===== src/design/lmbs_pkg.sv =====
// Shared types and codes for the LED matrix bit-plane scanner.
// Used by the front, the command queue wiring and the back of the scanner.
// No dependencies.
package lmbs_pkg;

  // Input opcodes as they arrive on in_tuser.
  localparam logic [1:0] OP_WRITE = 2'd0;
  localparam logic [1:0] OP_CLEAR = 2'd1;
  localparam logic [1:0] OP_TICK  = 2'd2;

  // Fixed widths set by the item fields.
  localparam int COLOR_W    = 24;
  localparam int PLANE_W    = 3;
  localparam int ROW_ADDR_W = 3;

  // Command kinds passed from the front to the back.
  typedef enum logic [1:0] {
    CMD_WRITE = 2'd0,
    CMD_CLEAR = 2'd1,
    CMD_TICK  = 2'd2
  } cmd_kind_t;

  // Control part of one queued command.
  typedef struct packed {
    cmd_kind_t kind;
    logic      bottom;
  } cmd_ctl_t;

  // Status reported by the back to the front.
  typedef struct packed {
    logic init_busy;
  } back_stat_t;

endpackage


===== src/design/lmbs_front.sv =====
// Front of the scanner: accepts input items, absorbs items during a clear,
// checks pixel ranges and turns items into commands. Depends on lmbs_pkg.
module lmbs_front #(
  parameter int COLUMNS   = 32,
  parameter int SCAN_ROWS = 8,
  parameter int ADDR_W    = 8
) (
  input  logic                  clk,
  input  logic                  rst_n,
  input  logic                  in_tvalid,
  output logic                  in_tready,
  input  logic [1:0]            opcode,
  input  logic [4:0]            pixel_x,
  input  logic [3:0]            pixel_y,
  input  logic [lmbs_pkg::COLOR_W-1:0] color,
  input  lmbs_pkg::back_stat_t  stat,
  input  logic                  q_full,
  output logic                  push,
  output lmbs_pkg::cmd_ctl_t    push_ctl,
  output logic [ADDR_W-1:0]     push_addr,
  output logic [lmbs_pkg::COLOR_W-1:0] push_data
);

  localparam int DEPTH = COLUMNS * SCAN_ROWS;

  logic              busy_r, busy_nxt;
  logic [ADDR_W-1:0] left_r, left_nxt;
  logic              accept;
  logic [8:0]        x_ext;
  logic [6:0]        y_ext;
  logic [6:0]        row_sel;
  logic              in_range;
  logic              is_bottom;

  assign in_tready = !stat.init_busy && !q_full;
  assign accept    = in_tvalid && in_tready;

  // Pixel range check and store address.
  assign x_ext     = 9'(pixel_x);
  assign y_ext     = 7'(pixel_y);
  assign in_range  = (x_ext < 9'(COLUMNS)) && (y_ext < 7'(2 * SCAN_ROWS));
  assign is_bottom = (y_ext >= 7'(SCAN_ROWS));
  assign row_sel   = is_bottom ? (y_ext - 7'(SCAN_ROWS)) : y_ext;
  assign push_addr = ADDR_W'(row_sel) * ADDR_W'(COLUMNS) + ADDR_W'(pixel_x);
  assign push_data = color;

  // Classify the accepted item.
  always_comb begin
    busy_nxt        = busy_r;
    left_nxt        = left_r;
    push            = 1'b0;
    push_ctl.kind   = lmbs_pkg::CMD_TICK;
    push_ctl.bottom = is_bottom;
    if (accept) begin
      if (busy_r) begin
        // Items during a clear are absorbed.
        left_nxt = left_r - ADDR_W'(1);
        if (left_r == ADDR_W'(1)) begin
          busy_nxt = 1'b0;
        end
      end else begin
        case (opcode)
          lmbs_pkg::OP_WRITE: begin
            push          = in_range;
            push_ctl.kind = lmbs_pkg::CMD_WRITE;
          end
          lmbs_pkg::OP_CLEAR: begin
            push          = 1'b1;
            push_ctl.kind = lmbs_pkg::CMD_CLEAR;
            busy_nxt      = (DEPTH > 1);
            left_nxt      = ADDR_W'(DEPTH - 1);
          end
          lmbs_pkg::OP_TICK: begin
            push          = 1'b1;
            push_ctl.kind = lmbs_pkg::CMD_TICK;
          end
          default: begin
            push = 1'b0;
          end
        endcase
      end
    end
  end

  // Clear absorb state.
  always_ff @(posedge clk) begin
    if (!rst_n) begin
      busy_r <= 1'b0;
      left_r <= '0;
    end else begin
      busy_r <= busy_nxt;
      left_r <= left_nxt;
    end
  end

endmodule


===== config.mk =====
export PLATFORM = sky130hd
export DESIGN_NAME = lmbs_front
export DESIGN_NICKNAME = d
export VERILOG_FILES = /design/src/design/lmbs_pkg.sv /design/src/design/lmbs_front.sv
export SDC_FILE = /design/constraint.sdc
export NUM_CORES = 1
export LEC_CHECK = 0
export BUFFER_PORTS_ARGS = -buffer_cell sky130_fd_sc_hd__buf_4
export CAP_MARGIN = 20
export CORE_ASPECT_RATIO = 1.2
export CORE_UTILIZATION = 30
export DETAILED_ROUTE_END_ITERATION = 12
export GPL_ROUTABILITY_DRIVEN = 0
export GPL_TIMING_DRIVEN = 0
export PLACE_DENSITY_LB_ADDON = 0.2
export SYNTH_ARGS = -nofsm -noshare
export SYNTH_HDL_FRONTEND = slang
export SYNTH_SLANG_ARGS = --single-unit

===== constraint.sdc =====
create_clock -name clk -period 3.98 [get_ports clk]
set_input_delay 1.194 -clock clk [delete_from_list [all_inputs] [get_ports clk]]
set_output_delay 1.194 -clock clk [all_outputs]
set_load 0.03 [all_outputs]

### Yosys cells after proc, flatten, opt, wreduce, memory -nomap -nowiden

Index checks and enable logic that the tools add are counted.
Widths: inputs -> output; s select.

| word-level totals | value |
|---|---|
| register bits | 9 |
| bits of input ports | 40 |
| output and inout bits | 37 |
| word-level logic and storage cells | 32 |

| operators by class | value |
|---|---|
| add/subtract/negate cells | 3 |
| $lt $le $gt $ge | 3 |
| equality and inequality tests | 3 |
| muxes and demuxes | 12 |
| reductions and logical operators | 9 |

Operator list:

| cell | number |
|---|---|
| $mux 8 | 2 |
| $add 8x5->8 | 1 |
| $eq 8x1->1 const B | 1 |
| $sub 8x1->8 const B | 1 |
| $lt 5x6->1 const B | 1 |
| $lt 4x5->1 const B | 1 |
| $mux 1 | 5 |
| $ge 4x4->1 const B | 1 |
| $mux 2 | 2 |
| $pmux 2 s2 | 1 |
| $logic_and 1x1->1 | 3 |
| $mux 3 | 1 |
| $sub 3x1->3 const B | 1 |
| $eq 2x1->1 const B | 1 |
| $eq 2x2->1 const B | 1 |
| $logic_not 1->1 | 2 |
| $logic_not 2->1 | 1 |
| $pmux 1 s2 | 1 |
| $reduce_and 2->1 | 1 |
| $reduce_bool 2->1 | 1 |
| $reduce_or 2->1 | 1 |

### Longest topological paths before layout

Gate-level depths: netlist of run 1.

| logic depth | value |
|---|---|
| depth in word-level cells | 5 |
| depth in mapped cells | 5 |
| mapped depth without buffers | 5 |

### Worst setup path after synthesis of run 1

No wires, ideal clock.

| timing | value |
|---|---|
| path kind | input port to output port |
| start point | input stat |
| end point | output push |
| arrival | 1.908 ns |
| required time | 2.786 ns |
| slack | 0.878 ns |
| cell stages on the path | 3 |
| buffers on the path | 1 |
| cell sequence | nor3b_2 -> buf_4 -> and2_1 |

| on the way | value |
|---|---|
| longest elaborated chain between the ends | 4 |

RTL lines:

| item | RTL line | source |
|---|---|---|
| start: declaration | lmbs_front.sv:16 | `input lmbs_pkg::back_stat_t stat,` |
| $logic_not 1->1 | lmbs_front.sv:35 | `assign in_tready = !stat.init_busy && !q_full;` |
| $logic_and 1x1->1 | lmbs_front.sv:35 |  |
| $logic_and 1x1->1 | lmbs_front.sv:36 | `assign accept = in_tvalid && in_tready;` |
| $mux 1 | lmbs_front.sv:54 | `if (accept) begin` |
| end: declaration | lmbs_front.sv:18 | `output logic push,` |

Every way passes these cells.

==> out/metrics.yaml, run 1 <==
firstDrtPassIters: 4
cpPeakStageDelay_ns: 0.28
grt_usage: 0.125
post-dp-hpwl_um: 1480
cp_top_family: "simple AND/OR/NAND/NOR gates"
num_rows: 19
synth_fa_ha_area_frac: 0.0319
hold_ws_ns: 0.574
ys_ff_latch: 9
start_util: 0.330
boundaryPins: 77
dieArea_um2: 2820
synthToLayoutAreaGrowth_pct: 48.5
grt_max_degree: 11
drc: 0
p_leak_nw: 0.591
fp.dieH_um: 58.0
synth_warnings: 0
nNetsFinal: 179
layout_commonest_cell: "buf_4"
num_antenna_cells: 0
port_buffers: 42
synth_area_um2: 785
placed_cells: 163
relSlewSlack: 0.777
overflow: 0
grt_pass1_wl_um: 2730
yosys.area_share.simple: 0.144
hp-class: "reg2reg"
syn_area_per_cell_um2: 8.72
max_cap_violations: 0
muxShareOfSynthArea: 0
vias_per_cell: 4.43
period_needed_ns: 3.41
cp_num_buf_inv: 3
cp-start-kind: "input pin"
critical_path_required_ns: 2.79
core_um2: 2380
max_slew.worst_pin.slew_ns: 0.334
initialDrtViolationCount: 9
layout-drive-gt1-share: 0.618
cts_max_level: 1
timing.critical_path.mode_cell: "buf_4"
totalWireLength_um: 1790
run_status: "completed"
ys_types: 26
clockRootBuffer: "clkbuf_4"
fmax_mhz: 293
synth_xor_area_frac: 0.0558
p_per_area_nw_per_um2: 247
setup_tns_ns: 0
arrival_ns: 2.22
finalMaxSlewViolations: 0
critPathCaptureType: "output pin"
syn_inst: 90
synth_top_family_by_area: "buffers and inverters"
synth_nets: 132
clkLatencyLatePin_ns: 0.26
yosysSeqAreaShare: 0.230
detail_route.wl_per_cell_um: 10.7
cts_buffer_depth: 2
cts_tree: "yes"
final-setup-viol-count: 0
worst_clock_skew_ns: 0.00128
post_cts_resized: 0
grt_pass1_vias: 614
vdd_ir_drop_max_v: 0.000130
synth-compound-area-share: 0.180
hold_violations: 0
power_uw: 288
crit_type: "in2out"
rsz0062_at_grt: "false"
met1Wirelength_um: 645
met2_length_um: 921
ant_nets: 0
cts_sinks: 9
die_x_um: 48.7
vias: 739
crit_chain: "buf_4 > nor3b_2 > nand3_1 > inv_1 > buf_4"
cts_setup_buffers: 0
ctsHoldBuffers: 0
finalCritPeriodShare: 0.858
grt_antenna_before_repair: 0
fin_cells: 167
crit_path_max_fanout: 6
numCtsBuffers: 3
cts.clk_slew.worst_paths_ns: 0.06
layout_common_cells: "77 x buf_4, 9 x dfxtp_1, 5 x a21boi_1"
highest_layer: "met4"
wl_met3_um: 192
slowest_stage: "nor3b_2"
-- state kept, by name (all words and copies together) (netlist names) --
signal and count:
left_r 8, busy_r 1
-- final cells by class --
class / instances / area (um^2)
well taps: 31 / 38.8
repair buffers: 42 / 315
clock buffers: 4 / 26.3
multi-input cells: 41 / 323
fillers: 243 / 1210
inverters: 3 / 11.3
plain buffers: 37 / 270
flip-flops and latches: 9 / 180
-- worst register-to-register path, delay by kind of cell (launching register included) --
| family | cells | cell delay [ns] |
|---|---|---|
| flip-flops | 1 | 0.36 |
| adder cells (fa/ha/maj) | 1 | 0.19 |
| buffers and inverters | 1 | 0.10 |
| AO/OA/AOI/OAI | 3 | 0.60 |
-- worst paths after layout --
check	slack [ns]	depth (start not counted)	from	endpoint
max	0.57	5	stat	push_ctl[1]
min reg2reg	0.57	2	left_r[7]	left_r[7]
max reg2reg	2.63	5	left_r[0]	left_r[4]
min	0.57	2	left_r[7]	left_r[7]
-- synthesized netlist by cell type, drive strengths merged --
cell | count | area share
xor2 | 4 | 0.045
a21oi | 1 | 0.0064
buf | 36 | 0.34
nand4 | 1 | 0.0080
xnor2 | 1 | 0.011
inv | 3 | 0.014
o2111ai | 3 | 0.033
and2b | 1 | 0.013
ha | 2 | 0.032
o211a | 2 | 0.026
clkbuf | 1 | 0.0048
nor3 | 2 | 0.013
nand2 | 2 | 0.0096
nand3 | 3 | 0.019
o31a | 2 | 0.022
nor3b | 1 | 0.016
o21a | 2 | 0.019
and2 | 1 | 0.0080
a21boi | 5 | 0.048
nor2 | 3 | 0.014
o211ai | 2 | 0.026
nor4 | 3 | 0.043
dfxtp | 9 | 0.23
-- power breakdown --
| part | leakage, nW | total [mW] | switching (mW) | internal [mW] |
|---|---|---|---|---|
| registers | 0.0730 | 0.0981 | 0.00464 | 0.0935 |
| logic | 0.503 | 0.119 | 0.0611 | 0.0578 |
| clock network | 0.0150 | 0.0707 | 0.0321 | 0.0387 |
| total | 0.591 | 0.288 | 0.0978 | 0.190 |
-- routing by layer --
| layer | global-route usage | up-vias |
|---|---|---|
| met5 | 0 | - |
| met4 | 0.0756 | 0 |
| met3 | 0.0341 | 4 |
| met2 | 0.228 | 50 |
| met1 | 0.126 | 319 |
| li1 | - | 366 |
-- through the flow --
| stage | worst slack [ns] | utilization | instance area (um^2) |
|---|---|---|---|
| floorplan | 0.878 | - | 785 |
| global placement | 0.591 | 0.479 | 1140 |
| detailed placement | 0.548 | 0.479 | 1140 |
| CTS | 0.552 | 0.490 | 1160 |
| global route | 0.496 | 0.490 | 1160 |
| finish | 0.565 | 0.490 | 1160 |
-- kinds of logic after synthesis --
group	count (synthesis)
flops	9
simple gates	17
buf+inv	40
compound gates	17
fa+ha+maj	2
xor+xnor	5
No activity file was read; power rests on OpenSTA's default activity.
==> run 2, diff against run 1 <==
- ABC_AREA: default -> 1
==> run 2 against run 1 <==
Die area is 5.5% higher. Sequential share of layout area is 0.70 points lower. Area after synthesis is 5.7% higher. Routed wire length is 1.2% higher. Critical path type unchanged. Worst setup slack better by 0.15 ns. Critical path depth is 2 higher. Clock skew is 0.0017 ns higher. Global-route usage is 0.50 points lower. Register-to-register slack better by 0.05 ns. Power is 0.24% higher. Largest cell class unchanged.
==> out/metrics.yaml, run 2 <==
run_status: "completed"
yosysSeqAreaShare: 0.217  # -0.0125
clkLatencyLatePin_ns: 0.26  # about the same
totalWireLength_um: 1810  # +1.2%
layout-drive-gt1-share: 0.500  # -0.118
fmax_mhz: 306  # +4.5%
crit_type: "in2out"
worst_clock_skew_ns: 0.00299  # +0.00171 ns
synth_top_cell_by_area: "buf_4"
critPathCaptureType: "output pin"
cts_max_level: 1  # unchanged
grt_max_degree: 11  # unchanged
cts_buffer_depth: 2  # unchanged
rsz0062_at_grt: "false"
post_cts_resized: 0  # unchanged
synth_warnings: 0  # unchanged
ant_nets: 0  # unchanged
rrSetupSlack_ns: 2.68  # +0.05 ns
hp-class: "reg2reg"
post-dp-hpwl_um: 1510  # +2.0%
cts.clk_slew.worst_paths_ns: 0.06  # about the same
port_buffers: 43  # +2.4%
fill_cells: 259  # +6.6%
num_antenna_cells: 0  # unchanged
synthFlopType: "dfxtp_1"
power_uw: 288  # +0.24%
layout_common_cells: "76 x buf_4, 17 x nor2_1, 16 x inv_1"
cts_tree: "yes"
critical_path_required_ns: 2.79  # about the same
dieArea_um2: 2980  # +5.5%
overflow: 0  # unchanged
min_delay_path_depth: 2  # unchanged
ys_top_cells_by_area: "buf_4 30%, dfxtp_1 22%, nor2_1 7.7%"
top_regs: "left_r: 8 flops, busy_r: 1 flops"
vias: 878  # +19%
cts_sinks: 9  # unchanged
grt_pass1_wl_um: 2730  # unchanged
layout_commonest_cell: "buf_4"
boundaryPins: 77  # unchanged
yosysTopAreaCellShare: 0.299  # -0.0363
p_leak_nw: 0.662  # +12%
die_x_um: 50.0  # +2.7%
ys_ff_latch: 9  # unchanged
synth_edf_count: 0  # unchanged
relSlewSlack: 0.825  # +0.0477
vias_per_cell: 4.28  # -3.2%
grt_usage: 0.120  # -0.00501
max_slew.worst_pin.slew_ns: 0.262  # -0.0720 ns
layout_setup_ws_ns: 0.712  # +0.147 ns
max_cap_violations: 0  # unchanged
arrival_ns: 2.07  # -0.15 ns
crit_path_max_fanout: 5  # -1
regMostFlops: "left_r"
rr_endpoint: "left_r[6]"
hold_violations: 0  # unchanged
synth_area_um2: 830  # +5.7%
finalMaxSlewViolations: 0  # unchanged
syn_area_per_cell_um2: 6.64  # -24%
min_to: "left_r[3]"
nNetsFinal: 215  # +20%
start_util: 0.322  # -0.00816
r2r-start: "left_r[0]"
p_per_area_nw_per_um2: 236  # -4.3%
grt_antenna_before_repair: 0  # unchanged
drc: 0  # unchanged
min_from: "left_r[3]"
vdd_ir_drop_max_v: 0.000102  # -22%
largest_reg_flops: 8  # unchanged
yosysMostFrequentCell: "buf_4"
detail_route.wl_per_cell_um: 8.84  # -18%
finalInstanceArea_um2: 1220  # +4.7%
place_area_um2: 1190  # +4.8%
core_um2: 2580  # +8.4%
ctsHoldBuffers: 0  # unchanged
finalCritPeriodShare: 0.821  # -0.0369
async_flop_share: 0  # unchanged
firstDrtPassIters: 4  # unchanged
num_rows: 20  # +1
setup_tns_ns: 0  # unchanged
r2r_cells: 7  # +2
cp-start-kind: "input pin"
clockRootBuffer: "clkbuf_4"
cts_setup_buffers: 0  # unchanged
numCtsBuffers: 3  # unchanged
ys_types: 19  # -27%
synth_nets: 167  # +27%
initialDrtViolationCount: 12  # +3
hold_ws_ns: 0.502  # -0.0721 ns
final-setup-viol-count: 0  # unchanged
synthToLayoutAreaGrowth_pct: 47.1
post-place-ws_ns: 0.701  # +0.153 ns
synth_common_cells: "33 x buf_4, 17 x nor2_1, 16 x inv_1, 15 x nand2_1"
grt_pass1_vias: 751  # +22%
fp.dieH_um: 59.6  # +2.7%
period_needed_ns: 3.27  # -0.147 ns
syn_inst: 125  # +39%
## run 2: cell types whose count changed in the layout (fill, tap and decap cells not counted), moves of 3 or more
cell / previous run / this run
o2111ai_1: 3 / 0
nand2_1: 2 / 15
nand3_1: 3 / 8
a21oi_1: 1 / 9
a21boi_1: 5 / 0
o21ai_0: 0 / 3
inv_1: 3 / 16
nor2_1: 3 / 17
nand3_2: 0 / 3
xor2_1: 4 / 0
## run 2: routing by layer
| metal | GRT usage | routed length (um) | share of wire |
|---|---|---|---|
| met3 | 0.0205 | 155 | 0.085 |
| met1 | 0.115 | 727 | 0.40 |
| met5 | 0 | 0 | 0 |
| met4 | 0.0980 | 17 | 0.0094 |
| met2 | 0.221 | 912 | 0.50 |
## run 2: layout make-up
class | count | area, um^2 | share of cell area
tap | 33 | 41.3 | 0.0338
clock buffer | 4 | 26.3 | 0.0215
inverter | 18 | 67.6 | 0.0554
buffer | 35 | 263 | 0.215
sequential | 9 | 180 | 0.148
timing repair buffer | 43 | 323 | 0.265
multi-input combinational | 63 | 319 | 0.262
## run 2: critical path, stage by stage
cell and delay (ns):
buf_4 0.11, inv_1 0.07, nand3_2 0.13, nor2_1 0.16, nand3_1 0.18, inv_1 0.09
buf_4 0.15
## run 2: power breakdown
part | switching, mW | internal (mW) | leakage, nW
registers | 0.00223 | 0.0929 | 0.0729
logic | 0.0669 | 0.0557 | 0.575
clock network | 0.0321 | 0.0387 | 0.0150
total | 0.101 | 0.187 | 0.662
## run 2: logic make-up after synthesis
kind of cell | count (synthesis) | synth area share
fa+ha+maj | 2 | 0.0302
flops | 9 | 0.217
compound gates | 16 | 0.110
simple gates | 45 | 0.244
buf+inv | 53 | 0.398
## run 2: worst max path at each step
stage | from | end | slack, ns | depth (start not counted)
4_1_cts | stat | push_ctl[1] | 0.70 | 7
6_report | stat | push_ctl[1] | 0.71 | 7
3_5_place_dp | stat | push_ctl[1] | 0.70 | 7
2_1_floorplan | stat | push | 0.68 | 3
5_1_grt | stat | push_ctl[1] | 0.61 | 7
3_3_place_gp | stat | push_ctl[1] | 0.72 | 7
## run 2: per-stage QoR
stage | instances | util
after floorplan | 125 | -
after global placement | 201 | 0.463
after detailed placement | 201 | 0.463
after CTS | 205 | 0.473
after global routing | 205 | 0.473
final | 205 | 0.473
