===== config.mk =====
export PLATFORM = sky130hd
export DESIGN_NAME = lmbs_cmdq
export DESIGN_NICKNAME = d
export VERILOG_FILES = /design/src/design/lmbs_cmdq.sv
export SDC_FILE = /design/constraint.sdc
export NUM_CORES = 1
export LEC_CHECK = 0
export BUFFER_PORTS_ARGS = -buffer_cell sky130_fd_sc_hd__buf_2
export CORE_UTILIZATION = 35
export CTS_CLUSTER_DIAMETER = 100
export DETAILED_ROUTE_END_ITERATION = 16
export PLACE_DENSITY = 0.58
export SLEW_MARGIN = 30
export SYNTH_ARGS = -nofsm -noshare
export SYNTH_HDL_FRONTEND = slang
export SYNTH_SLANG_ARGS = --single-unit
export TNS_END_PERCENT = 20

===== constraint.sdc =====
create_clock -name clk -period 2.2 [get_ports clk]
set_clock_uncertainty 0.2 [all_clocks]
set_input_delay 0.22 -clock clk [delete_from_list [all_inputs] [get_ports clk]]
set_output_delay 0.22 -clock clk [all_outputs]
set_load 0.02 [all_outputs]

===== src/design/lmbs_cmdq.sv =====
// Two-entry command queue between the front and the back of the scanner.
// No dependencies.
module lmbs_cmdq #(
  parameter int WIDTH = 8
) (
  input  logic             clk,
  input  logic             rst_n,
  input  logic             push,
  input  logic [WIDTH-1:0] push_data,
  input  logic             pop,
  output logic [WIDTH-1:0] head,
  output logic             empty,
  output logic             full
);

  logic [WIDTH-1:0] slot_r [2];
  logic             wptr_r, wptr_nxt;
  logic             rptr_r, rptr_nxt;
  logic [1:0]       count_r, count_nxt;
  logic             do_push, do_pop;

  assign empty   = (count_r == 2'd0);
  assign full    = (count_r == 2'd2);
  assign head    = slot_r[rptr_r];
  assign do_push = push && !full;
  assign do_pop  = pop && !empty;

  // Pointer and fill count update.
  always_comb begin
    wptr_nxt  = do_push ? !wptr_r : wptr_r;
    rptr_nxt  = do_pop ? !rptr_r : rptr_r;
    count_nxt = count_r + 2'(do_push) - 2'(do_pop);
  end

  always_ff @(posedge clk) begin
    if (!rst_n) begin
      wptr_r  <= 1'b0;
      rptr_r  <= 1'b0;
      count_r <= 2'd0;
    end else begin
      wptr_r  <= wptr_nxt;
      rptr_r  <= rptr_nxt;
      count_r <= count_nxt;
    end
  end

  // Payload slots.
  always_ff @(posedge clk) begin
    if (do_push) begin
      slot_r[wptr_r] <= push_data;
    end
  end

endmodule


==> Yosys cells after proc, flatten, opt, wreduce, memory -nomap -nowiden <==
Memory sizes are Yosys's and may differ from the RTL's. A register that Yosys moved wholly into a read port is not among the register bits.
Index checks and enable logic that the tools add are counted.
{ "word_totals": {"reg_bits": 4, "ramBits": 16, "input_bits": 12, "out_inout_bits": 10, "mem_count": 1} }
{ "op_classes": {"n_addsub": 2, "n_eq_ne": 1, "mux": 4, "reduce_logical": 7} }
{ "memory_table": {"columns": ["memory", "words", "word_bits", "rd", "rd_clocked_by_memory_dff", "write_ports", "line", "source"], "rows": [
  ["slot_r", 2, 8, 1, 1, 1, "16", "logic [WIDTH-1:0] slot_r [2];"]
]} }
{ "op_table": {"columns": ["operator", "n"], "rows": [
  ["1-bit zero test", 4],
  ["1-bit two-way mux", 4],
  ["2-bit by 1-bit adder with 2-bit output", 1],
  ["2-bit equality test, second input constant", 1],
  ["1-bit logical AND", 2],
  ["2-bit zero test", 1],
  ["2-bit by 1-bit subtractor with 2-bit output", 1]
]} }

==> Longest topological paths before layout <==
Gate-level depths: netlist of run 1.
{ "depth": {"ltp_word": 5, "depth_mapped": 8, "ltp_nobuf": 8} }

==> Least setup slack after synthesis of run 1 <==
OpenSTA, ideal clock, no wires.
{ "synth_timing": {"kind": "register to register", "from": "register count_r[0]", "to": "register count_r[1]", "arrival_time_ns": 1.467, "slack_ns": 0.455, "path_stages_with_launch": 9, "path_buffers": 0, "synth_period_minus_slack_ns": 1.745, "path_cell_list": "dfxtp_1 nand2b_1 nand2_1 ha_1 inv_1 ha_1 xor2_1 and2_2 nor3_1"} }
{ "synth_via": {"elab_chain_len": 5, "elab_cells_between_ends": 8} }
{ "synth_lines": {"columns": ["item", "line", "source"], "rows": [
  ["start, declared", "19", "logic [1:0] count_r, count_nxt;"],
  ["start signal, assigned", "43", "count_r <= count_nxt;"],
  ["2-bit equality test", "23", "assign full = (count_r == 2'd2);"],
  ["1-bit zero test", "25", "assign do_push = push && !full;"],
  ["1-bit logical AND", "25", null],
  ["2-bit by 1-bit adder with 2-bit output", "32", "count_nxt = count_r + 2'(do_push) - 2'(do_pop);"],
  ["2-bit by 1-bit subtractor with 2-bit output *", "32", null]
]} }
Every way passes the cells marked *; elsewhere a longest branch is shown, timed or not.
A chain may end at the register's enable or synchronous reset.

==> Worst setup path after layout of run 1 <==
Ends and elaborated chain as after synthesis.

==> results of run 1 <==
==> synth_stat cells <==
library cell	count	area, um2
mux2i_1	1	10.01
nor3_1	1	5.000
and2_2	1	7.510
buf_2	1	5.000
nand2_1	2	7.510
mux2_2	8	90.09
nor2_1	5	18.77
o21a_2	1	8.760
and3_1	1	6.260
xor2_1	1	8.760
ha_1	2	25.02
nand2b_1	2	12.51
xnor2_1	1	8.760
dfxtp_1	5	100.1
edfxtp_1	16	480.5
inv_1	3	11.26
and2_1	1	6.260
==> placed cells by master, fill, tap and decap left out, drive strengths merged <==
master       instances
ha                   2
mux2                 8
nor3                 1
xor2                 1
nand2                2
dfxtp                5
clkbuf               4
dlygate4sd3          9
mux2i                1
nand2b               2
and2                 2
inv                  3
and3                 1
nor2                 5
xnor2                1
o21a                 1
buf                 22
edfxtp              16
==> per-stage QoR <==
| stage | total power [W] | setup WS, ps | hold slack, ps | std cells |
|---|---|---|---|---|
| 2_1_floorplan | 0.0008582 | 455.0 | 118.9 | 52 |
| 3_3_place_gp | 0.0009723 | 406.3 | 208.8 | 101 |
| 3_5_place_dp | 0.0009756 | 333.8 | 213.7 | 101 |
| 4_1_cts | 0.001160 | 326.3 | 61.31 | 114 |
| 5_1_grt | 0.001228 | 203.1 | 69.91 | 114 |
| 6_report | 0.001144 | 339.1 | 65.13 | 114 |
==> timing repair <==
| action | 4_1_cts | 5_1_grt |
|---|---|---|
| hold buffers | 9 | 0 |
| resized for setup | 0 | 0 |
| endpoints found under the hold margin | 17 | 0 |
==> routing by layer <==
layer | global-route usage [%] | up-vias | wire [um]
li1 | - | 250 | -
met1 | 13.33 | 209 | 541
met2 | 17.33 | 15 | 545
met3 | 3.030 | 0 | 75
met4 | 1.429 | 0 | 0
met5 | 0 | - | 0
==> registers in the layout, indices dropped and copies added (netlist names), named ones only <==
name,flops
count_r,2
rptr_r,1
slot_r,16
wptr_r,1
==> worst max path at each step <==
stage,slack [ps],startpoint,depth (start not counted),to
final,340,count_r[0],8,count_r[1]
after global routing,200,count_r[0],8,count_r[1]
after CTS,330,count_r[0],8,count_r[1]
after detailed placement,330,count_r[0],8,count_r[1]
after global placement,410,count_r[0],8,count_r[1]
after floorplan,450,count_r[0],8,count_r[1]
==> area by class of cell <==
| class | count | share of cell area [%] |
|---|---|---|
| Multi-Input combinational cell | 27 | 20.09 |
| Timing Repair Buffer | 31 | 18.93 |
| Sequential cell | 21 | 54.21 |
| Tap cell | 28 | 3.271 |
| Inverter | 3 | 1.051 |
| Clock buffer | 4 | 2.453 |
==> cells by family (layout without fill, tap and decap cells) <==
group | count (synthesis) | in the layout | share of synthesized area, %
DFF | 21 | 21 | 71.50
and+or+nand+nor | 13 | 13 | 7.859
muxes | 9 | 9 | 12.33
buffers and inverters | 4 | 38 | 2.002
adders and majority gates | 2 | 2 | 3.081
xor gates and xnor gates | 2 | 2 | 2.158
AOI/OAI and AO/OA | 1 | 1 | 1.079
==> power by group through the flow <==
stage          Sequential (W)  Combinational (W)  Clock, W
5_1_grt              0.000581           0.000444  0.000203
3_5_place_dp         0.000580           0.000395         0
6_report             0.000570           0.000401  0.000173
3_3_place_gp         0.000579           0.000393         0
4_1_cts              0.000572           0.000409  0.000179
2_1_floorplan        0.000552           0.000306         0
==> critical path, delay by kind of cell, from the launching register on <==
kind                       cells  cell delay [ps]
xor gates and xnor gates       1              150
adders and majority gates      2              460
buffers and inverters          1               30
DFF                            1              380
and+or+nand+nor                4              580
==> impl_metrics.env, run 1 <==
export IMPL_status="complete, no violations"
export IMPL_drc=0
export IMPL_vias=474
export IMPL_post_cts_setup_buffers=0
export IMPL_rr_startpoint="count_r[0]"
export IMPL_switching_power_w=0.0003708
export IMPL_floorplan_initialDensity_pct=37.06
export IMPL_ys_seq_area_share_pct=71.49
export IMPL_irDropWorstVdd_uv=579.5
export IMPL_worstMarginPinSlew_ps=369.7
export IMPL_seq_power_share_pct=49.8
export IMPL_num_antenna_cells=0
export IMPL_p_per_area_nw_per_um2=1068
export IMPL_postSynthAreaPerCell_um2=15.62
export IMPL_final_antenna_net_count=0
export IMPL_pwr_share_comb_pct=35.1
export IMPL_antenna_found_initial=0
export IMPL_grt_pass1_vias=430
export IMPL_postLayoutCoreUtil_pct=48.89
export IMPL_boundaryPins=22
export IMPL_worstHoldPathType="in -> reg"
export IMPL_cts_max_level=1
export IMPL_yosysWarnings=0
export IMPL_min_to="wptr_r"
export IMPL_dp_hpwl_um=815.6
export IMPL_path_cells="nand2b_1 > nand2_1 > ha_1 > inv_1 > ha_1 > xor2_1 > and2_2 > nor3_1"
export IMPL_cap_violations=0
export IMPL_grt_overflow=0
export IMPL_grt_max_degree=12
export IMPL_grt_pass1_wl_um=1932
export IMPL_cts_buffers=3
export IMPL_crit_fanout=4
export IMPL_cp_end_kind="register"
export IMPL_required_ps=2210
export IMPL_cp_arrival_ps=1870
export IMPL_tritoncts="yes"
export IMPL_rsz0062_at_grt="false"
export IMPL_cts_buffer_depth=2
export IMPL_hp_start="push"
export IMPL_slew_headroom_pct=75.32
export IMPL_synthesis_nets=66
export IMPL_r2r_cells=8
export IMPL_core_um2=2191
export IMPL_drt_iter0_markers=2
export IMPL_first_pass_iters=2
export IMPL_leakagePower_nw=0.4486
export IMPL_seq_area_um2=580.6
export IMPL_ys_ff_latch=21
export IMPL_clkTransAtPathRegs_ps=110
export IMPL_internal_power_w=0.0007733
export IMPL_rr_endpoint="count_r[1]"
export IMPL_holdPathStages=3
export IMPL_cts_sinks=21
export IMPL_p_sw_share_pct=32.41
export IMPL_syn_inst=52
export IMPL_std_cell_rows=17
export IMPL_period_share_pct=84.59
export IMPL_netlist_area_um2=812.0
export IMPL_fin_nets=101
export IMPL_gp_congestion=0.6967
export IMPL_die_w_um=50.17
export IMPL_drt_wl_total_um=1162
export IMPL_fin_setup_tns_ps=0
export IMPL_cp_slowest_cell="dfxtp_1"
export IMPL_synth_distinct_cells=17
export IMPL_slew_violations=0
export IMPL_avgRoutedWirePerCell_um=10.19
export IMPL_critical_path_class="reg -> reg"
export IMPL_max_freq_mhz=537.4
export IMPL_setup_viol=0
export IMPL_die_h_um=50.17
export IMPL_finalCriticalPeriod_ps=1861
export IMPL_worst_path_most_repeated_cell="ha_1"
export IMPL_grt_usage_pct=10.31
export IMPL_slowest_delay_ps=380
export IMPL_drive_gt1_share_pct=40.70
export IMPL_final_hold_viol_count=0
export IMPL_root_buffer="clkbuf_4"
export IMPL_multi_input_comb_area_um2=215.2
export IMPL_n_fill_cell=200
export IMPL_clk_latency_ps=280
export IMPL_rrSetupSlack_ps=340
export IMPL_via_per_inst=4.158
export IMPL_syn2layout_area_growth_pct=31.90
export IMPL_die_area_um2=2517
export IMPL_portBuffers=21
export IMPL_clkPwrFrac_pct=15.1
export IMPL_postLayoutCellArea_um2=1071
export IMPL_cp_start_kind="register"
export IMPL_dpl_instance_area_um2=954.7
Note: power is estimated with default switching activity, not from simulation.
==> run 2: changes to the inputs <==
--- a/config.mk
+++ b/config.mk
@@ -9,7 +9,7 @@
 export CORE_UTILIZATION = 35
 export CTS_CLUSTER_DIAMETER = 100
 export DETAILED_ROUTE_END_ITERATION = 16
-export PLACE_DENSITY = 0.58
+export PLACE_DENSITY = 0.6
 export SLEW_MARGIN = 30
 export SYNTH_ARGS = -nofsm -noshare
 export SYNTH_HDL_FRONTEND = slang
==> constraint.sdc (replaced) <==
create_clock -name clk -period 1.6 [get_ports clk]
set_clock_uncertainty 0.2 [all_clocks]
set_input_delay 0.16 -clock clk [delete_from_list [all_inputs] [get_ports clk]]
set_output_delay 0.16 -clock clk [all_outputs]
set_load 0.02 [all_outputs]
==> run 2 against run 1 <==
The flow now finishes with violations (setup timing). Core utilization rose by 5.0 points. Register-to-register slack got worse by 430 ps. Power rose by 54%. Via count rose by 6.1%. Clock power rose by 43%. Global-route usage rose by 0.86 points. Largest power group unchanged. Highest routed layer unchanged.
==> impl_metrics.env, run 2 (same netlist as run 1, synthesis figures left out) <==
export IMPL_drc=0
export IMPL_antenna_found_initial=0
export IMPL_crit_fanout=5
export IMPL_final_hold_viol_count=0
export IMPL_first_pass_iters=4
export IMPL_fin_cells=119
export IMPL_clk_latency_ps=300
export IMPL_hp_start="push"
export IMPL_drt_iter0_markers=5
export IMPL_final_antenna_net_count=0
export IMPL_grt_pass1_wl_um=2021
export IMPL_largest_register="slot_r"
export IMPL_grt_usage_pct=11.18
export IMPL_whs_ps=63.72
export IMPL_cp_arrival_ps=1720
export IMPL_layout_commonest_cell="buf_2"
export IMPL_die_area_um2=2517
export IMPL_fin_setup_tns_ps=-88.97
export IMPL_switching_power_w=0.0005804
export IMPL_rsz0062_at_grt="true"
export IMPL_holdPathStages=4
export IMPL_final_cell_mix="buf_2, edfxtp_1, dlygate4sd3_1, mux2_2, buf_4"
export IMPL_p_sw_share_pct=32.90
export IMPL_grt_max_degree=14
export IMPL_largest_register_ffs=16
export IMPL_portBuffers=21
export IMPL_finalCriticalPeriod_ps=1689
export IMPL_dp_slack_ps=-118.6
export IMPL_avgRoutedWirePerCell_um=10.03
export IMPL_max_freq_mhz=592.1
export IMPL_cts_buffers=3
export IMPL_via_per_inst=4.227
export IMPL_grt_overflow=0
export IMPL_rrSetupSlack_ps=-90
export IMPL_std_cell_rows=17
export IMPL_post_place_cells=106
export IMPL_rr_endpoint="count_r[1]"
export IMPL_cp_end_kind="register"
export IMPL_min_to="wptr_r"
export IMPL_setup_viol=1
export IMPL_period_share_pct=105.6
export IMPL_critical_path_class="reg -> reg"
export IMPL_rr_startpoint="count_r[1]"
export IMPL_post_cts_setup_buffers=0
export IMPL_reg_top3="slot_r x16, count_r x2"
export IMPL_gp_congestion=0.7430
export IMPL_die_h_um=50.17
export IMPL_leakagePower_nw=0.4791
export IMPL_grt_pass1_vias=519
export IMPL_cts_max_level=1
export IMPL_clkPwrFrac_pct=14.1
export IMPL_cts_sinks=21
export IMPL_slew_headroom_pct=88.18
export IMPL_cts_buffer_depth=2
export IMPL_finalPower_w=0.001764
export IMPL_core_um2=2191
export IMPL_root_buffer="clkbuf_4"
export IMPL_clkTransAtPathRegs_ps=110
export IMPL_r2r_cells=7
export IMPL_n_fill_cell=196
export IMPL_dp_hpwl_um=854.5
export IMPL_internal_power_w=0.001184
export IMPL_pwr_share_comb_pct=40.2
export IMPL_syn2layout_area_growth_pct=45.45
export IMPL_status="complete, but fails checks"
export IMPL_drive_gt1_share_pct=56.04
export IMPL_vias=503
export IMPL_required_ps=1630
export IMPL_slew_violations=0
export IMPL_die_w_um=50.17
export IMPL_setup_ws_ps=-88.97
export IMPL_drt_wl_total_um=1194
export IMPL_boundaryPins=22
export IMPL_cap_violations=0
export IMPL_seq_power_share_pct=45.8
export IMPL_num_antenna_cells=0
export IMPL_irDropWorstVdd_uv=741.8
export IMPL_p_per_area_nw_per_um2=1494
export IMPL_failed_checks="setup timing"
export IMPL_fin_nets=106
export IMPL_cp_start_kind="register"
export IMPL_worstMarginPinSlew_ps=176.1
export IMPL_tritoncts="yes"
export IMPL_floorplan_initialDensity_pct=37.06
export IMPL_worstHoldPathType="in -> reg"
==> run 2: cell types whose count changed in the layout (fill, tap and decap cells not counted), moves of 2 or more <==
| cell | previous run | this run |
|---|---|---|
| buf_4 | 1 | 6 |
| dfxtp_1 | 5 | 2 |
| dfxtp_4 | 0 | 2 |
| ha_1 | 2 | 0 |
| ha_4 | 0 | 2 |
==> run 2: how the worst max path moves through the flow <==
| stage | startpoint | to | slack [ps] | cells after the start |
|---|---|---|---|---|
| 4_1_cts | count_r[1] | count_r[1] | -90 | 7 |
| 5_1_grt | count_r[1] | count_r[1] | -180 | 7 |
| 3_5_place_dp | count_r[1] | count_r[1] | -120 | 7 |
| 3_3_place_gp | count_r[1] | count_r[1] | -80 | 7 |
| 6_report | count_r[1] | count_r[1] | -90 | 7 |
| 2_1_floorplan | count_r[0] | count_r[1] | -70 | 7 |
==> run 2: final cells by class <==
type	count	area (um2)	share of cell area (%)
Clock buffer	3	22.52	1.907
Clock inverter	1	7.507	0.6356
Timing Repair Buffer	36	240.2	20.34
Inverter	3	11.26	0.9534
Tap cell	28	35.03	2.966
Sequential cell	21	589.3	49.89
Multi-Input combinational cell	27	275.3	23.31
==> run 2: routing by layer <==
metal / part of all wire (%) / vias up / GRT usage [%]
met3: 5.6 / 0 / 3.030
met4: 0 / 0 / 5.714
met2: 51 / 17 / 20.00
met5: 0 / - / 0
met1: 43 / 227 / 11.83
li1: - / 259 / -
==> run 2: stage by stage <==
step | util, % | area [um2]
finish | 53.91 | 1181
global route | 53.91 | 1181
CTS | 53.91 | 1181
detailed placement | 47.12 | 1032
global placement | 47.12 | 1032
floorplan | - | 852.1
==> run 2: timing repair <==
action / in CTS / in global routing
setup endpoints to repair: 9 / 9
hold buffers: 9 / 0
gates resized for setup: 6 / 0
hold endpoints to repair: 21 / 0
pin swaps: 5 / 0
==> run 2: worst max-delay path, cell delays in order (launching register included) <==
cell	delay (ps)
dfxtp_4	380
o21a_4	230
ha_4	260
inv_2	30
ha_4	150
xor2_2	140
and2_4	150
nor3_2	80
==> run 2: power groups by stage <==
stage	Sequential, W	Clock, W	Combinational (W)
2_1_floorplan	0.000776	0	0.000474
3_3_place_gp	0.000809	0	0.000653
3_5_place_dp	0.000812	0	0.000659
4_1_cts	0.000812	0.000259	0.000719
5_1_grt	0.000824	0.000280	0.000779
6_report	0.000807	0.000248	0.000709
==> run 3: changes to the inputs <==
--- a/config.mk
+++ b/config.mk
@@ -6,10 +6,12 @@
 export NUM_CORES = 1
 export LEC_CHECK = 0
 export BUFFER_PORTS_ARGS = -buffer_cell sky130_fd_sc_hd__buf_2
-export CORE_UTILIZATION = 35
+export CORE_MARGIN = 2
+export CORE_UTILIZATION = 44
 export CTS_CLUSTER_DIAMETER = 100
+export CTS_CLUSTER_SIZE = 24
 export DETAILED_ROUTE_END_ITERATION = 16
-export PLACE_DENSITY = 0.6
+export PLACE_DENSITY = 0.72
 export SLEW_MARGIN = 30
 export SYNTH_ARGS = -nofsm -noshare
 export SYNTH_HDL_FRONTEND = slang
==> run 3 against run 2 <==
The flow still finishes with violations (setup timing). Non-clock buffer count rose by 3. Design area up 3.3%. Clock power decreased by 2%. Maximum frequency up 2.6%. Final cell count stayed put. Sequential share of layout area is 1.6 points lower. Core utilization increased by 17 points. Register-to-register slack gained 40 ps. Sequential cell count stayed put. Combinational power rose by 9.7%. Die area decreased by 12%.
==> impl_metrics.env, run 3 (same netlist as run 1, synthesis figures left out) <==
export IMPL_n_fill_cell=144
export IMPL_portBuffers=21
export IMPL_cp_arrival_ps=1670
export IMPL_finalCriticalPeriod_ps=1646
export IMPL_finalPower_w=0.001825
export IMPL_worst_path_most_repeated_cell="ha_4"
export IMPL_floorplan_initialDensity_pct=47.03
export IMPL_cp_slowest_cell="dfxtp_4"
export IMPL_dpl_instance_area_um2=1041
export IMPL_syn2layout_area_growth_pct=50.23
export IMPL_layout_commonest_cell="buf_2"
export IMPL_rr_startpoint="count_r[1]"
export IMPL_postLayoutCellArea_um2=1220
export IMPL_clk_latency_ps=290
export IMPL_crit_fanout=3
export IMPL_max_freq_mhz=607.4
export IMPL_root_buffer="clkbuf_4"
export IMPL_largest_register_ffs=16
export IMPL_cts_buffer_depth=2
export IMPL_largest_register="slot_r"
export IMPL_worstHoldPathType="in -> reg"
export IMPL_crit_family="adder cells"
export IMPL_grt_max_degree=13
export IMPL_path_buf_inv=1
export IMPL_setup_ws_ps=-46.49
export IMPL_tritoncts="yes"
export IMPL_leakagePower_nw=0.4985
export IMPL_die_area_um2=2205
export IMPL_whs_ps=79.02
export IMPL_postLayoutCoreUtil_pct=70.65
export IMPL_r2r_cells=7
export IMPL_cp_start_kind="register"
export IMPL_cts_sinks=21
export IMPL_fin_nets=109
export IMPL_drc=0
export IMPL_period_share_pct=102.9
export IMPL_drt_iter0_markers=2
export IMPL_rr_endpoint="count_r[1]"
export IMPL_dp_slack_ps=-139.8
export IMPL_die_w_um=46.96
export IMPL_slew_headroom_pct=87.62
export IMPL_reg_top3="slot_r x16, count_r x2"
export IMPL_grt_pass1_vias=486
export IMPL_avgRoutedWirePerCell_um=11.35
export IMPL_slowest_delay_ps=370
export IMPL_endpoint="count_r[1]"
export IMPL_top_usage_layer="met2"
export IMPL_vias=531
export IMPL_grt_usage_pct=13.94
export IMPL_path_cells="o21a_4 > ha_4 > inv_2 > ha_4 > xor2_2 > and2_4 > nor3_2"
export IMPL_die_h_um=46.96
export IMPL_cp_startpoint="count_r[1]"
export IMPL_required_ps=1620
export IMPL_cp_end_kind="register"
export IMPL_core_um2=1727
export IMPL_use_met2_pct=24.11
export IMPL_cts_max_level=1
export IMPL_critical_path_class="reg -> reg"
export IMPL_setup_viol=1
export IMPL_clkTransAtPathRegs_ps=110
export IMPL_boundaryPins=22
export IMPL_p_per_area_nw_per_um2=1496
export IMPL_slew_violations=0
export IMPL_std_cell_rows=15
export IMPL_use_met3_pct=4.231
export IMPL_cap_violations=0
export IMPL_grt_util_met1_pct=15.63
export IMPL_status="complete, but fails checks"
export IMPL_drive_gt1_share_pct=55.32
export IMPL_antenna_found_initial=0
export IMPL_drt_wl_total_um=1351
export IMPL_worstMarginPinSlew_ps=184.3
export IMPL_cts_buffers=3
export IMPL_dp_hpwl_um=883.7
export IMPL_gp_congestion=0.7120
export IMPL_cp_depth=7
export IMPL_irDropWorstVdd_uv=909.5
export IMPL_num_antenna_cells=0
export IMPL_final_antenna_net_count=0
export IMPL_rsz0062_at_grt="true"
export IMPL_grt_overflow=0
export IMPL_grt_pass1_wl_um=2028
export IMPL_rrSetupSlack_ps=-50
export IMPL_via_per_inst=4.462
export IMPL_final_hold_viol_count=0
export IMPL_first_pass_iters=4
export IMPL_failed_checks="setup timing"
export IMPL_final_cell_mix="buf_2, edfxtp_1, dlygate4sd3_1, mux2_2, buf_4"
==> run 3: changes by cell type in the layout (fill, tap and decap cells not counted), sizes merged <==
| cell | delta |
|---|---|
| dlygate4sd3 | +2 |
| buf | +1 |
| clkinv | +1 |
| clkinvlp | -1 |
==> run 3: power breakdown <==
| part | total (W) | internal (W) | switching (W) | leakage, nW |
|---|---|---|---|---|
| combinational | 0.000778 | 0.000409 | 0.000369 | 0.288 |
| sequential | 0.000804 | 0.000728 | 0.0000760 | 0.192 |
| clock | 0.000244 | 0.0000930 | 0.000151 | 0.0177 |
==> run 3: how the worst min path moves through the flow <==
stage | from | to | slack [ps] | cells past startpoint
after floorplan | push_data[0] | slot_r[0][0] | 60 | 0
after global placement | push_data[5] | slot_r[0][5] | 150 | 1
after detailed placement | push_data[5] | slot_r[1][5] | 150 | 1
after CTS | rst_n | count_r[0] | -110 | 2
after global routing | push | wptr_r | 90 | 4
final | push | wptr_r | 80 | 4
==> run 3: layer usage <==
layer	part of all wire, %	vias to the layer above
met1	42	248
met3	4.4	2
met2	54	13
met4	0.22	0
met5	0	-
li1	-	268
==> run 3: per-stage QoR <==
| stage | TNS (ps) | cells |
|---|---|---|
| after floorplan | -69.08 | 52 |
| after global placement | -79.49 | 103 |
| after detailed placement | -139.8 | 103 |
| after CTS | -82.93 | 118 |
| after global routing | -275.1 | 119 |
| final | -46.49 | 119 |
==> run 3: layout make-up <==
class	instances	area [um2]	share of cell area (%)
timing repair buffer	39	285.3	23.38
clock buffer	3	22.52	1.846
inverter	3	11.26	0.9231
clock inverter	1	5.005	0.4103
multi-input combinational	27	275.3	22.56
sequential	21	589.3	48.31
tap	25	31.28	2.564
==> run 3: repair_timing <==
item,in CTS,in global routing
setup endpoints to repair,9,9
endpoints found under the hold margin,21,4
buffers inserted,1,0
resized for setup,5,3
pin swaps,3,1
hold buffers,10,1
==> run 3: worst reg2reg max path, delay by kind of cell (launching register included) <==
kind / cells / cell delay (ps)
compound gates: 1 / 210
buf+inv: 1 / 30
flops: 1 / 370
fa+ha+maj: 2 / 410
xor+xnor: 1 / 140
simple gates: 2 / 220
